[config.mk]
export PLATFORM = sky130hd
export DESIGN_NAME = imu_six_axis_moving_average_unit_flat
export DESIGN_NICKNAME = d
export VERILOG_FILES = /design/src/rtl/core/imuavg_pkg.sv /design/src/rtl/core/imuavg_if.sv /design/src/rtl/core/imu_six_axis_moving_average_unit.sv /design/src/flat_wrapper.sv
export VERILOG_INCLUDE_DIRS = /design/src /design/src/rtl/core
export SDC_FILE = /design/constraint.sdc
export NUM_CORES = 2
export LEC_CHECK = 0
export ABC_AREA = 1
export BUFFER_PORTS_ARGS = -buffer_cell sky130_fd_sc_hd__buf_2
export CAP_MARGIN = 20
export CORE_MARGIN = 2
export CORE_UTILIZATION = 58
export CTS_BUF_LIST = sky130_fd_sc_hd__clkbuf_4 sky130_fd_sc_hd__clkbuf_8
export DETAILED_ROUTE_END_ITERATION = 7
export GPL_ROUTABILITY_DRIVEN = 0
export PLACE_DENSITY = 0.81
export SLEW_MARGIN = 10
export SYNTH_ARGS = -nofsm -noshare
export SYNTH_HDL_FRONTEND = slang
export SYNTH_SLANG_ARGS = --single-unit
[constraint.sdc]
create_clock -name clk_i -period 8.9 [get_ports clk_i]
set_clock_uncertainty 0.05 [all_clocks]
set_input_delay 1.335 -clock clk_i [delete_from_list [all_inputs] [get_ports clk_i]]
set_output_delay 1.335 -clock clk_i [all_outputs]
set_load 0.02 [all_outputs]
[src/rtl/core/imu_six_axis_moving_average_unit_macros.svh]
// Assertion helpers for the moving-average unit.
// Both sample on the rising edge of clk_i and stay quiet while rst_ni is low.
`ifndef IMU_SIX_AXIS_MOVING_AVERAGE_UNIT_MACROS_SVH
`define IMU_SIX_AXIS_MOVING_AVERAGE_UNIT_MACROS_SVH

// The consequent must hold in the same cycle as the antecedent.
`define IMUAVG_ASSERT_SAME(lbl, ante, cons, msg) \
  lbl: assert property (@(posedge clk_i) disable iff (!rst_ni) (ante) |-> (cons)) \
    else $error(msg);

// The consequent must hold in the cycle after the antecedent.
`define IMUAVG_ASSERT_NEXT(lbl, ante, cons, msg) \
  lbl: assert property (@(posedge clk_i) disable iff (!rst_ni) (ante) |=> (cons)) \
    else $error(msg);

`endif

[src/rtl/core/imuavg_pkg.sv]
package imuavg_pkg;

  // Number of samples averaged per axis.
  localparam int unsigned WINDOW     = 8;

  localparam int unsigned AXES       = 6;
  localparam int unsigned ACCEL_AXES = 3;
  localparam int unsigned RAW_W      = 16;
  localparam int unsigned GAIN_W     = 24;
  localparam int unsigned OUT_W      = 32;
  localparam int unsigned FRAC_BITS  = 8;
  localparam int unsigned DATA_W     = 32;
  localparam int unsigned WIDE_W     = 64;

  localparam int unsigned AXIS_W     = $clog2(AXES);
  localparam int unsigned WP_W       = (WINDOW > 1) ? $clog2(WINDOW) : 1;
  localparam int unsigned CNT_W      = $clog2(WINDOW + 1);
  localparam int unsigned SUM_W      = RAW_W + $clog2(WINDOW);
  localparam int unsigned RING_DEPTH = AXES * WINDOW;
  localparam int unsigned ADDR_W     = $clog2(RING_DEPTH);
  localparam int unsigned PROD_W     = SUM_W + GAIN_W;
  localparam int unsigned QUO_W      = PROD_W - FRAC_BITS;

  // The divider retires this many quotient bits per cycle.
  localparam int unsigned DIV_BITS   = 4;
  localparam int unsigned DIV_STEPS  = (QUO_W + DIV_BITS - 1) / DIV_BITS;
  localparam int unsigned DIV_W      = DIV_STEPS * DIV_BITS;
  localparam int unsigned STEP_W     = (DIV_STEPS > 1) ? $clog2(DIV_STEPS) : 1;

  localparam int unsigned CFG_REGS   = 2;
  localparam int unsigned PADDR_W    = $clog2(CFG_REGS * 4);
  localparam int unsigned CFG_IDX_W  = PADDR_W - 2;

  typedef logic signed [RAW_W-1:0] raw_t;
  typedef logic signed [OUT_W-1:0] avg_t;
  typedef logic [GAIN_W-1:0]       gain_t;

  localparam gain_t ACCEL_GAIN_RST = 24'd7995;
  localparam gain_t GYRO_GAIN_RST  = 24'd4588;

  localparam avg_t AVG_MAX = 32'sh7FFF_FFFF;
  localparam avg_t AVG_MIN = 32'sh8000_0000;

  typedef enum logic [CFG_IDX_W-1:0] {
    CFG_ACCEL_GAIN = 1'd0,
    CFG_GYRO_GAIN  = 1'd1
  } cfg_idx_e;

endpackage

[src/rtl/core/imuavg_if.sv]
interface imuavg_in_if;
  import imuavg_pkg::*;

  logic valid;
  logic ready;
  raw_t accel_x_raw;
  raw_t accel_y_raw;
  raw_t accel_z_raw;
  raw_t gyro_x_raw;
  raw_t gyro_y_raw;
  raw_t gyro_z_raw;

  modport source (
    output valid, accel_x_raw, accel_y_raw, accel_z_raw,
    output gyro_x_raw, gyro_y_raw, gyro_z_raw,
    input  ready
  );

  modport sink (
    input  valid, accel_x_raw, accel_y_raw, accel_z_raw,
    input  gyro_x_raw, gyro_y_raw, gyro_z_raw,
    output ready
  );
endinterface

interface imuavg_out_if;
  import imuavg_pkg::*;

  logic valid;
  logic ready;
  avg_t accel_x_avg;
  avg_t accel_y_avg;
  avg_t accel_z_avg;
  avg_t gyro_x_avg;
  avg_t gyro_y_avg;
  avg_t gyro_z_avg;

  modport source (
    output valid, accel_x_avg, accel_y_avg, accel_z_avg,
    output gyro_x_avg, gyro_y_avg, gyro_z_avg,
    input  ready
  );

  modport sink (
    input  valid, accel_x_avg, accel_y_avg, accel_z_avg,
    input  gyro_x_avg, gyro_y_avg, gyro_z_avg,
    output ready
  );
endinterface

[src/rtl/core/imu_six_axis_moving_average_unit.sv]
// A new sample is taken only when the sequencer is idle, after the previous sequence
// has finished; the shared radix-16 divider works through the six axes one after
// another. The sequence stalls before returning to idle while the previous result
// still waits in the output register.
// Reset (rst_ni low, asynchronous) empties the window and restores both gains; the
// sample memory keeps its contents and needs no clearing pass.
`include "imu_six_axis_moving_average_unit_macros.svh"

module imu_six_axis_moving_average_unit (
  input  logic                            clk_i,
  input  logic                            rst_ni,
  imuavg_in_if.sink                       sample_i,
  imuavg_out_if.source                    result_o,
  input  logic                            psel,
  input  logic                            penable,
  input  logic                            pwrite,
  input  logic [imuavg_pkg::PADDR_W-1:0]  paddr,
  input  logic [imuavg_pkg::DATA_W-1:0]   pwdata,
  output logic [imuavg_pkg::DATA_W-1:0]   prdata,
  output logic                            pready
);
  import imuavg_pkg::*;

  // The sequencer walks each axis through read, update, multiply, divide and
  // saturate. Only one axis is in flight, so a memory entry is never read while
  // a write to it is still pending.
  typedef enum logic [6:0] {
    S_IDLE = 7'b0000001,
    S_READ = 7'b0000010,
    S_UPD  = 7'b0000100,
    S_MUL  = 7'b0001000,
    S_DIV  = 7'b0010000,
    S_SAT  = 7'b0100000,
    S_DONE = 7'b1000000
  } state_e;

  state_e state_q, state_d;

  // Configuration registers.
  gain_t    accel_gain_q;
  gain_t    gyro_gain_q;
  logic     cfg_we;
  cfg_idx_e cfg_idx;

  // Window bookkeeping, shared by all six axes.
  logic [CNT_W-1:0]  fill_q;
  logic [WP_W-1:0]   wp_q;
  logic [WP_W-1:0]   slot_q;
  logic              first_q;
  logic              full_q;
  logic [AXIS_W-1:0] axis_q;
  logic [STEP_W-1:0] step_q;

  // Sample held for the whole sequence.
  raw_t raw_q [AXES];

  // Ring of past samples and the running sums, both in synchronous memories.
  raw_t                   ring_mem [RING_DEPTH];
  logic signed [SUM_W-1:0] sum_mem [AXES];
  logic [ADDR_W-1:0]      ring_addr;
  raw_t                   ring_rd_q;
  logic signed [SUM_W-1:0] sum_rd_q;
  logic signed [SUM_W-1:0] sum_base;
  logic signed [SUM_W-1:0] sum_sub;
  logic signed [SUM_W-1:0] sum_new;
  logic signed [SUM_W-1:0] sum_q;

  // Scaling and division.
  logic [SUM_W-1:0]  mag;
  gain_t             gain_sel;
  logic [PROD_W-1:0] prod;
  logic              neg_q;
  logic [DIV_W-1:0]  quo_q, quo_nx;
  logic [CNT_W-1:0]  rem_q, rem_nx;
  logic [CNT_W:0]    rem_w;
  logic [WIDE_W-1:0] quo_wide;
  logic              pos_ovf;
  logic              neg_ovf;
  avg_t              sat_val;

  // Finished averages and the output register.
  avg_t res_q [AXES];
  avg_t avg_q [AXES];
  logic out_valid_q;
  logic out_free;
  logic in_fire;

  // ---------------------------------------------------------------------------
  // Configuration port. Writes complete in the access phase; pready is tied high.
  // ---------------------------------------------------------------------------
  assign pready  = 1'b1;
  assign cfg_we  = psel && penable && pwrite;
  assign cfg_idx = cfg_idx_e'(paddr[PADDR_W-1:2]);

  always_ff @(posedge clk_i or negedge rst_ni) begin
    if (!rst_ni) begin
      accel_gain_q <= ACCEL_GAIN_RST;
      gyro_gain_q  <= GYRO_GAIN_RST;
    end else if (cfg_we) begin
      unique case (cfg_idx)
        CFG_ACCEL_GAIN: accel_gain_q <= pwdata[GAIN_W-1:0];
        CFG_GYRO_GAIN:  gyro_gain_q  <= pwdata[GAIN_W-1:0];
        default: ;
      endcase
    end
  end

  always_comb begin
    unique case (cfg_idx)
      CFG_ACCEL_GAIN: prdata = DATA_W'(accel_gain_q);
      CFG_GYRO_GAIN:  prdata = DATA_W'(gyro_gain_q);
      default:        prdata = '0;
    endcase
  end

  // ---------------------------------------------------------------------------
  // Handshakes. A new sample is taken only when the sequencer is idle, but the
  // previous result may still be waiting in the output register at that time.
  // ---------------------------------------------------------------------------
  assign sample_i.ready = (state_q == S_IDLE);
  assign in_fire        = sample_i.valid && sample_i.ready;
  assign out_free       = !out_valid_q || result_o.ready;

  always_comb begin
    state_d = state_q;
    unique case (state_q)
      S_IDLE: if (in_fire) state_d = S_READ;
      S_READ: state_d = S_UPD;
      S_UPD:  state_d = S_MUL;
      S_MUL:  state_d = S_DIV;
      S_DIV:  if (step_q == STEP_W'(DIV_STEPS - 1)) state_d = S_SAT;
      S_SAT: begin
        if (axis_q == AXIS_W'(AXES - 1)) begin
          state_d = S_DONE;
        end else begin
          state_d = S_READ;
        end
      end
      S_DONE: if (out_free) state_d = S_IDLE;
      default: state_d = S_IDLE;
    endcase
  end

  // Control state. The write pointer and fill count advance when the sample is
  // taken; the old values are kept as slot, first and full for the sequence.
  always_ff @(posedge clk_i or negedge rst_ni) begin
    if (!rst_ni) begin
      state_q     <= S_IDLE;
      fill_q      <= '0;
      wp_q        <= '0;
      slot_q      <= '0;
      first_q     <= 1'b0;
      full_q      <= 1'b0;
      axis_q      <= '0;
      step_q      <= '0;
      out_valid_q <= 1'b0;
    end else begin
      state_q <= state_d;
      if (in_fire) begin
        axis_q  <= '0;
        slot_q  <= wp_q;
        first_q <= (fill_q == '0);
        full_q  <= (fill_q == CNT_W'(WINDOW));
        if (wp_q == WP_W'(WINDOW - 1)) begin
          wp_q <= '0;
        end else begin
          wp_q <= wp_q + 1'b1;
        end
        if (fill_q != CNT_W'(WINDOW)) begin
          fill_q <= fill_q + 1'b1;
        end
      end
      if (state_q == S_MUL) begin
        step_q <= '0;
      end else if (state_q == S_DIV) begin
        step_q <= step_q + 1'b1;
      end
      if ((state_q == S_SAT) && (axis_q != AXIS_W'(AXES - 1))) begin
        axis_q <= axis_q + 1'b1;
      end
      if ((state_q == S_DONE) && out_free) begin
        out_valid_q <= 1'b1;
      end else if (result_o.ready) begin
        out_valid_q <= 1'b0;
      end
    end
  end

  // ---------------------------------------------------------------------------
  // Memories. Both are read in the read state and written back in the following cycle
  // at the same address, in the update state.
  // ---------------------------------------------------------------------------
  assign ring_addr = ADDR_W'(axis_q) * ADDR_W'(WINDOW) + ADDR_W'(slot_q);

  always_ff @(posedge clk_i) begin
    if (state_q == S_UPD) begin
      ring_mem[ring_addr] <= raw_q[axis_q];
    end
    if (state_q == S_READ) begin
      ring_rd_q <= ring_mem[ring_addr];
    end
  end

  always_ff @(posedge clk_i) begin
    if (state_q == S_UPD) begin
      sum_mem[axis_q] <= sum_new;
    end
    if (state_q == S_READ) begin
      sum_rd_q <= sum_mem[axis_q];
    end
  end

  // For the first sample after reset the stored sum is ignored, which stands in
  // for clearing the sum memory. The oldest sample leaves the sum only once the
  // window is full, so unwritten ring entries never count.
  always_comb begin
    sum_base = first_q ? '0 : sum_rd_q;
    sum_sub  = full_q ? SUM_W'(ring_rd_q) : '0;
    sum_new  = sum_base - sum_sub + SUM_W'(raw_q[axis_q]);
  end

  // Magnitude times gain; the sign is reapplied after the division.
  always_comb begin
    mag      = sum_q[SUM_W-1] ? SUM_W'(-sum_q) : SUM_W'(sum_q);
    gain_sel = (axis_q < AXIS_W'(ACCEL_AXES)) ? accel_gain_q : gyro_gain_q;
    prod     = PROD_W'(mag) * PROD_W'(gain_sel);
  end

  // Restoring division by the fill count, several quotient bits per cycle. The
  // Q.8 scaling is folded in by dropping the low fraction bits of the product.
  always_comb begin
    quo_nx = quo_q;
    rem_nx = rem_q;
    rem_w  = '0;
    for (int i = 0; i < DIV_BITS; i++) begin
      rem_w  = {rem_nx, quo_nx[DIV_W-1]};
      quo_nx = {quo_nx[DIV_W-2:0], 1'b0};
      if (rem_w >= {1'b0, fill_q}) begin
        rem_w     = rem_w - {1'b0, fill_q};
        quo_nx[0] = 1'b1;
      end
      rem_nx = rem_w[CNT_W-1:0];
    end
  end

  // Saturate the truncated magnitude to the signed 32-bit range.
  always_comb begin
    quo_wide = WIDE_W'(quo_q);
    pos_ovf  = quo_wide > 64'h0000_0000_7FFF_FFFF;
    neg_ovf  = quo_wide > 64'h0000_0000_8000_0000;
    if (neg_q) begin
      sat_val = neg_ovf ? AVG_MIN : -avg_t'(quo_wide[OUT_W-1:0]);
    end else begin
      sat_val = pos_ovf ? AVG_MAX : avg_t'(quo_wide[OUT_W-1:0]);
    end
  end

  // Datapath registers.
  always_ff @(posedge clk_i) begin
    if (in_fire) begin
      raw_q[0] <= sample_i.accel_x_raw;
      raw_q[1] <= sample_i.accel_y_raw;
      raw_q[2] <= sample_i.accel_z_raw;
      raw_q[3] <= sample_i.gyro_x_raw;
      raw_q[4] <= sample_i.gyro_y_raw;
      raw_q[5] <= sample_i.gyro_z_raw;
    end
    if (state_q == S_UPD) begin
      sum_q <= sum_new;
    end
    if (state_q == S_MUL) begin
      neg_q <= sum_q[SUM_W-1];
      quo_q <= DIV_W'(prod[PROD_W-1:FRAC_BITS]);
      rem_q <= '0;
    end
    if (state_q == S_DIV) begin
      quo_q <= quo_nx;
      rem_q <= rem_nx;
    end
    if (state_q == S_SAT) begin
      res_q[axis_q] <= sat_val;
    end
    if ((state_q == S_DONE) && out_free) begin
      for (int a = 0; a < AXES; a++) begin
        avg_q[a] <= res_q[a];
      end
    end
  end

  assign result_o.valid       = out_valid_q;
  assign result_o.accel_x_avg = avg_q[0];
  assign result_o.accel_y_avg = avg_q[1];
  assign result_o.accel_z_avg = avg_q[2];
  assign result_o.gyro_x_avg  = avg_q[3];
  assign result_o.gyro_y_avg  = avg_q[4];
  assign result_o.gyro_z_avg  = avg_q[5];

  // ---------------------------------------------------------------------------
  // Assertions.
  // ---------------------------------------------------------------------------
  `IMUAVG_ASSERT_NEXT(a_fill_advance, in_fire && (fill_q != CNT_W'(WINDOW)), fill_q == $past(fill_q) + 1'b1, "fill count did not advance on a new sample")
  `IMUAVG_ASSERT_SAME(a_div_nonzero, state_q == S_DIV, fill_q != '0, "divider running with a zero fill count")
  `IMUAVG_ASSERT_NEXT(a_result_loaded, (state_q == S_DONE) && out_free, out_valid_q && (state_q == S_IDLE), "finished averages not moved to the output register")

endmodule
[src/flat_wrapper.sv]
// flat-port wrapper written by rule: the top's interface ports become plain ports
module imu_six_axis_moving_average_unit_flat import imuavg_pkg::*;
  (clk_i, rst_ni, psel, penable, pwrite, paddr, pwdata, prdata, pready, sample_i_valid, sample_i_accel_x_raw, sample_i_accel_y_raw, sample_i_accel_z_raw, sample_i_gyro_x_raw, sample_i_gyro_y_raw, sample_i_gyro_z_raw, sample_i_ready, result_o_valid, result_o_accel_x_avg, result_o_accel_y_avg, result_o_accel_z_avg, result_o_gyro_x_avg, result_o_gyro_y_avg, result_o_gyro_z_avg, result_o_ready);
  imuavg_in_if sample_i_i ();
  imuavg_out_if result_o_i ();
  input  logic clk_i;
  input  logic rst_ni;
  input  logic psel;
  input  logic penable;
  input  logic pwrite;
  input  logic [imuavg_pkg::PADDR_W-1:0] paddr;
  input  logic [imuavg_pkg::DATA_W-1:0] pwdata;
  output logic [imuavg_pkg::DATA_W-1:0] prdata;
  output logic pready;
  input wire logic [$bits(sample_i_i.valid)-1:0] sample_i_valid;
  input wire logic [$bits(sample_i_i.accel_x_raw)-1:0] sample_i_accel_x_raw;
  input wire logic [$bits(sample_i_i.accel_y_raw)-1:0] sample_i_accel_y_raw;
  input wire logic [$bits(sample_i_i.accel_z_raw)-1:0] sample_i_accel_z_raw;
  input wire logic [$bits(sample_i_i.gyro_x_raw)-1:0] sample_i_gyro_x_raw;
  input wire logic [$bits(sample_i_i.gyro_y_raw)-1:0] sample_i_gyro_y_raw;
  input wire logic [$bits(sample_i_i.gyro_z_raw)-1:0] sample_i_gyro_z_raw;
  output wire logic [$bits(sample_i_i.ready)-1:0] sample_i_ready;
  output wire logic [$bits(result_o_i.valid)-1:0] result_o_valid;
  output wire logic [$bits(result_o_i.accel_x_avg)-1:0] result_o_accel_x_avg;
  output wire logic [$bits(result_o_i.accel_y_avg)-1:0] result_o_accel_y_avg;
  output wire logic [$bits(result_o_i.accel_z_avg)-1:0] result_o_accel_z_avg;
  output wire logic [$bits(result_o_i.gyro_x_avg)-1:0] result_o_gyro_x_avg;
  output wire logic [$bits(result_o_i.gyro_y_avg)-1:0] result_o_gyro_y_avg;
  output wire logic [$bits(result_o_i.gyro_z_avg)-1:0] result_o_gyro_z_avg;
  input wire logic [$bits(result_o_i.ready)-1:0] result_o_ready;
  assign sample_i_i.valid = sample_i_valid;
  assign sample_i_i.accel_x_raw = sample_i_accel_x_raw;
  assign sample_i_i.accel_y_raw = sample_i_accel_y_raw;
  assign sample_i_i.accel_z_raw = sample_i_accel_z_raw;
  assign sample_i_i.gyro_x_raw = sample_i_gyro_x_raw;
  assign sample_i_i.gyro_y_raw = sample_i_gyro_y_raw;
  assign sample_i_i.gyro_z_raw = sample_i_gyro_z_raw;
  assign sample_i_ready = sample_i_i.ready;
  assign result_o_valid = result_o_i.valid;
  assign result_o_accel_x_avg = result_o_i.accel_x_avg;
  assign result_o_accel_y_avg = result_o_i.accel_y_avg;
  assign result_o_accel_z_avg = result_o_i.accel_z_avg;
  assign result_o_gyro_x_avg = result_o_i.gyro_x_avg;
  assign result_o_gyro_y_avg = result_o_i.gyro_y_avg;
  assign result_o_gyro_z_avg = result_o_i.gyro_z_avg;
  assign result_o_i.ready = result_o_ready;
  imu_six_axis_moving_average_unit u_core (.clk_i(clk_i), .rst_ni(rst_ni), .sample_i(sample_i_i), .result_o(result_o_i), .psel(psel), .penable(penable), .pwrite(pwrite), .paddr(paddr), .pwdata(pwdata), .prdata(prdata), .pready(pready));
endmodule
Word level (Yosys, flattened, before mapping)
Memory sizes are Yosys's and may differ from the RTL's. A register that Yosys moved wholly into a read port is not among the register bits.
Cells that the tools add are included.
{ "word_totals": {"reg_bits": 135, "latch_bits": 0, "ram_bits": 1362, "romBits": 0, "input_bits": 138, "out_inout_bits": 227, "word_cells": 113, "n_memories": 5} }
{ "mem_list": {"columns": ["name", "depth", "word_bits", "read_ports", "rd_ports_with_merged_regs", "wr", "line", "rtl"], "rows": [
  ["u_core.ring_mem", 48, 16, 1, 1, 1, "imu_six_axis_moving_average_unit.sv:58", "raw_t ring_mem [RING_DEPTH];"],
  ["u_core.avg_q", 6, 32, 6, 0, 6, "imu_six_axis_moving_average_unit.sv:83", "avg_t avg_q [AXES];"],
  ["u_core.res_q", 6, 32, 6, 0, 1, "imu_six_axis_moving_average_unit.sv:82", "avg_t res_q [AXES];"],
  ["u_core.sum_mem", 6, 19, 1, 1, 1, "imu_six_axis_moving_average_unit.sv:59", "logic signed [SUM_W-1:0] sum_mem [AXES];"],
  ["u_core.raw_q", 6, 16, 1, 0, 6, "imu_six_axis_moving_average_unit.sv:55", "raw_t raw_q [AXES];"]
]} }
{ "classes": {"n_addsub": 13, "mul": 1, "div_mod_pow": 0, "order_cmp": 7, "n_eq_ne": 16, "n_shift": 0, "mux": 40, "bitwise_logic": 1, "reduce_logical": 15} }
{ "op_table": {"columns": ["cell", "n"], "rows": [
  ["two-way mux 32 bit", 3],
  ["two-way mux 36 bit", 2],
  ["one-hot mux 32 bit (2 select lines)", 1],
  ["two-way mux 19 bit", 3],
  ["one-hot mux 7 bit (7 select lines)", 1],
  ["multiplier 19 x 24 -> 43 bit", 1],
  ["> comparator 36 x 31 -> 1 bit (second input constant)", 1],
  ["> comparator 36 x 32 -> 1 bit (second input constant)", 1],
  ["two-way mux 4 bit", 8],
  ["negation 32 bit", 1],
  ["two-way mux 7 bit", 4],
  ["two-way mux 24 bit", 1],
  [">= comparator 5 x 4 -> 1 bit", 4],
  ["adder 19 x 16 -> 19 bit", 1],
  ["negation 19 bit", 1],
  ["subtractor 19 bit", 1],
  ["subtractor 4 bit", 4],
  ["two-way mux 1 bit", 14],
  ["two-way mux 3 bit", 3],
  ["adder 4 x 1 -> 4 bit (second input constant)", 2],
  ["equality test 4 bit (second input constant)", 2],
  ["equality test 7 x 1 -> 1 bit (second input constant)", 1],
  ["equality test 7 x 2 -> 1 bit (second input constant)", 1],
  ["equality test 7 x 3 -> 1 bit (second input constant)", 1],
  ["20 further kinds", 31]
]} }

Logic depth before layout (Yosys ltp)
{ "logic_depth": {"ltp_word": 9, "mapped_depth": 42, "depth_no_buf": 40} }

Worst setup path before layout
OpenSTA, ideal clock, no wires.
{ "synth_path": {"path_kind": "input to register", "start": "in result_o_ready", "end": "mem u_core.avg_q[0][0] (netlist name), enable pin", "setup_ns": 0.748, "t_arrival_ns": 9.300, "t_required_ns": 8.102, "path_slack_ns": -1.198, "stages": 2, "n_path_buf": 0, "cell_sequence": "nor2_1 > nor2_1"} }
{ "synth_lines": {"columns": ["element", "line", "rtl"], "rows": [
  ["from (decl)", "flat_wrapper.sv:30", "input wire logic [$bits(result_o_i.ready)-1:0] result_o_ready;"],
  ["to (decl)", "imu_six_axis_moving_average_unit.sv:83", null]
]} }

Final worst setup path
{ "layout_path": {"start": "reg u_core.sum_q[0]", "end": "reg u_core.quo_q[22] (data pin)"} }
{ "layout_via": {"elab_chain_cells": 5} }
{ "layout_rtl": {"columns": ["element", "line", "rtl"], "rows": [
  ["from (decl)", "imu_six_axis_moving_average_unit.sv:66", "logic signed [SUM_W-1:0] sum_q;"],
  ["from (signal assigned)", "imu_six_axis_moving_average_unit.sv:269", "sum_q <= sum_new;"],
  ["negation 19 bit", "imu_six_axis_moving_average_unit.sv:224", "mag = sum_q[SUM_W-1] ? SUM_W'(-sum_q) : SUM_W'(sum_q);"],
  ["two-way mux 19 bit (*)", "imu_six_axis_moving_average_unit.sv:224", null],
  ["multiplier 19 x 24 -> 43 bit (*)", "imu_six_axis_moving_average_unit.sv:226", "prod = PROD_W'(mag) * PROD_W'(gain_sel);"],
  ["two-way mux 36 bit (*)", "imu_six_axis_moving_average_unit.sv:271", "if (state_q == S_MUL) begin"],
  ["two-way mux 36 bit (*)", "imu_six_axis_moving_average_unit.sv:276", "if (state_q == S_DIV) begin"],
  ["to (signal assigned)", "imu_six_axis_moving_average_unit.sv:273", "quo_q <= DIV_W'(prod[PROD_W-1:FRAC_BITS]);"],
  ["to (signal assigned)", "imu_six_axis_moving_average_unit.sv:277", "quo_q <= quo_nx;"],
  ["to (decl)", "imu_six_axis_moving_average_unit.sv:73", "logic [DIV_W-1:0] quo_q, quo_nx;"]
]} }
Every way passes the cells marked *; elsewhere a longest branch is shown, timed or not. The select of a mux whose other input is x is not followed.
A chain may end at the register's enable or synchronous reset.

==> metrics.md <==
| Metric | Value |
|---|---|
| Setup ws final | `543 ps` |
| WP buf/inv | `13` |
| Layout area overhead | `12.1%` |
| Max clock buf depth | `3` |
| Crit. End Element | `register` |
| Worst-path cell with the longest stage delay | `edfxtp_1` |
| CTS clock-pin slew for the worst setup and hold paths | `60 ps` |
| Clock tree from TritonCTS | `done` |
| R2R Setup Slk | `540 ps` |
| PortBufs | `345` |
| Drt total wl | `188 mm` |
| Arr. time, crit path | `8970 ps` |
| Synth unique cells | `72` |
| Initial DRC Count | `6,902` |
| Vias per inst | `5.94` |
| Cell area after layout | `0.0823 mm²` |
| Die width | `360 µm` |
| Synth Area per Inst | `12.5 µm²` |
| Via count | `48.9k` |
| Fmax | `120 MHz` |
| # Post-CTS Setup Buffers | `0` |
| Async SR Flop Fraction | `4.90%` |
| TNS Setup | `0 ps` |
| Core area | `0.126 mm²` |
| Sequential-to-total area share from yosys stat | `62.2%` |
| Number of synthesized flops with an enable pin | `1,457` |
| Clock latency on the worst-skew pair | `960 ps` |
| Main flop type after synthesis | `edfxtp_1` |
| CP startpoint kind | `register` |
| Worst hold path type | `primary input to asynchronous set/reset pin` |
| CTS Sinks | `1,532` |
| Final Setup Violations | `0` |
| Global-route wire length before repair | `283 mm` |
| Cell family with the largest share of critical-path delay | `adder cells` |
| Avg WL per Cell | `22.9 µm` |
| Std cell rows | `130` |
| Final nets | `7,092` |
| Total Routing Usage GR | `28.9%` |
| Max-slew violation count | `0` |
| Syn. warnings | `0` |
| Req. time, crit path | `9510 ps` |
| Die Ht | `360 µm` |
| Top Ports | `365` |
| Die area | `0.129 mm²` |
| # H-tree levels | `4` |
| Fin crit period | `8360 ps` |
| Clock tree root driver cell | `clkbuf_8` |
| Hpwl dp | `123 mm` |
| Cts repair resizes | `0` |
| Initial antenna violation count | `2` |
| Post-DP Area | `0.0776 mm²` |
| Post-Place Worst Slack | `738 ps` |
| Max_cap viols | `0` |
| Slowest cell delay on critical path | `560 ps` |
| Vias in the first global route | `49.4k` |
| Fraction of layout cells with a size suffix above 1 | `15.3%` |
| Most used cell, CP | `inv_1` |
| Cell area after synthesis | `0.0734 mm²` |
| Relative slew margins | `15.6%` |
| Num CTS Buffers | `224` |
| DRT Pass-1 Iters | `7` |
| Critical Setup Path Class | `register to register` |
| Period utilization | `93.9%` |
| Post-cts hold buffer count | `0` |
| Final Hold Violating Endpoints | `0` |
| Largest net degree at the start of global routing | `192` |
| Least-Margin Pin Slew | `1250 ps` |
| RSZ-0062 raised after global routing | `false` |
| Antenna viol nets, final | `0` |
| Status | `finished clean` |
| Worst Path Max Fanout | `13` |
| DRC Markers | `0` |
| Initial core utilization | `58.5%` |
| Flops & latches, synth | `1,532` |
| Cells after Synth | `5,876` |
| Total grt overflow | `0` |
| Hold_ws | `208 ps` |
## layer usage
| layer | global-route usage [%] | vias to the layer above | part of all wire [%] |
|---|---|---|---|
| met1 | 37.1 | 23767 | 36 |
| met2 | 45.8 | 3434 | 47 |
| met5 | 0 | - | 0 |
| li1 | - | 21075 | - |
| met4 | 16.4 | 0 | 5.7 |
| met3 | 6.49 | 672 | 12 |
## sequential cells by signal, summed over array words and instances (netlist names), 24 cells and up
name / count
u_core.raw_q: 96
u_core.sum_mem: 114
u_core.ring_mem: 768
u_core.avg_q: 192
u_core.gyro_gain_q: 24
u_core.res_q: 192
u_core.quo_q: 36
u_core.accel_gain_q: 24
## cells by family after synthesis
logic type | after synthesis | share of synthesized area, %
adder cells (fa/ha/maj) | 564 | 13.6
AO/OA/AOI/OAI | 785 | 6.93
buffers and inverters | 1093 | 5.81
XOR/XNOR | 73 | 0.871
other | 2 | 0.0102
flip-flops | 1532 | 62.2
AND/OR/NAND/NOR | 1827 | 10.5
## stage by stage
step,util [%],cells
3_5_place_dp,61.8,7810
2_1_floorplan,-,5883
5_1_grt,65.5,8237
6_report,65.5,8237
3_3_place_gp,61.8,7809
4_1_cts,65.5,8231
## cell usage after synthesis (39+ instances only)
cell	number	area [µm²]
a22oi_1	109	818
dfrtp_1	57	1430
buf_2	55	275
xor2_1	48	420
a21oi_1	110	551
o21ai_0	268	1340
nand4_1	110	688
fa_1	394	7890
clkbuf_1	135	507
a22o_1	55	482
nand2_1	1146	4300
nand3_1	74	370
edfxtp_1	1457	43800
ha_1	170	2130
o21ai_1	39	195
inv_1	845	3170
a221oi_1	90	788
nor2_1	372	1400
## area by class of cell
class / instances / area (µm²)
repair buffers: 505 / 2990
diodes: 2 / 5.00
clock buffers: 305 / 3750
well taps: 1650 / 2060
clock inverters: 116 / 821
flip-flops and latches: 1532 / 45700
fillers: 8579 / 43300
inverters: 869 / 3280
multi-input cells: 3258 / 23700
## cell usage in the layout (no fill, tap or decap), types with 63 or more instances in the layout
cell type,Yosys,layout
edfxtp_1,1457,1457
nand2_1,1146,1145
inv_1,845,840
fa_1,394,394
nor2_1,372,357
buf_2,55,345
o21ai_0,268,266
clkbuf_8,0,233
ha_1,170,170
buf_4,11,156
nand4_1,110,110
a21oi_1,110,110
a22oi_1,109,109
a221oi_1,90,90
nand3_1,74,74
clkbuf_4,0,72
clkinv_1,7,63
## worst paths after layout
check                                         startpoint                                 end  depth (start not counted)
setup / recovery               u_core.sum_q[0]$_DFFE_PP_          u_core.quo_q[22]$_DFFE_PP_                         38
hold / removal                                    rst_ni  u_core.gyro_gain_q[22]$_DFFE_PN0P_                          1
setup reg to reg               u_core.sum_q[0]$_DFFE_PP_          u_core.quo_q[22]$_DFFE_PP_                         38
hold reg to reg            u_core.res_q[2][25]$_DFFE_PP_       u_core.avg_q[2][25]$_DFFE_PP_                          0
max in group asynchronous                         rst_ni        u_core.axis_q[0]$_DFFE_PN0P_                          2
min in group clk_i         u_core.res_q[2][25]$_DFFE_PP_       u_core.avg_q[2][25]$_DFFE_PP_                          0
Power is left out: the tool's default activity adds up to more than one toggle a clock period on the data nets, which glitch-free logic cannot reach.
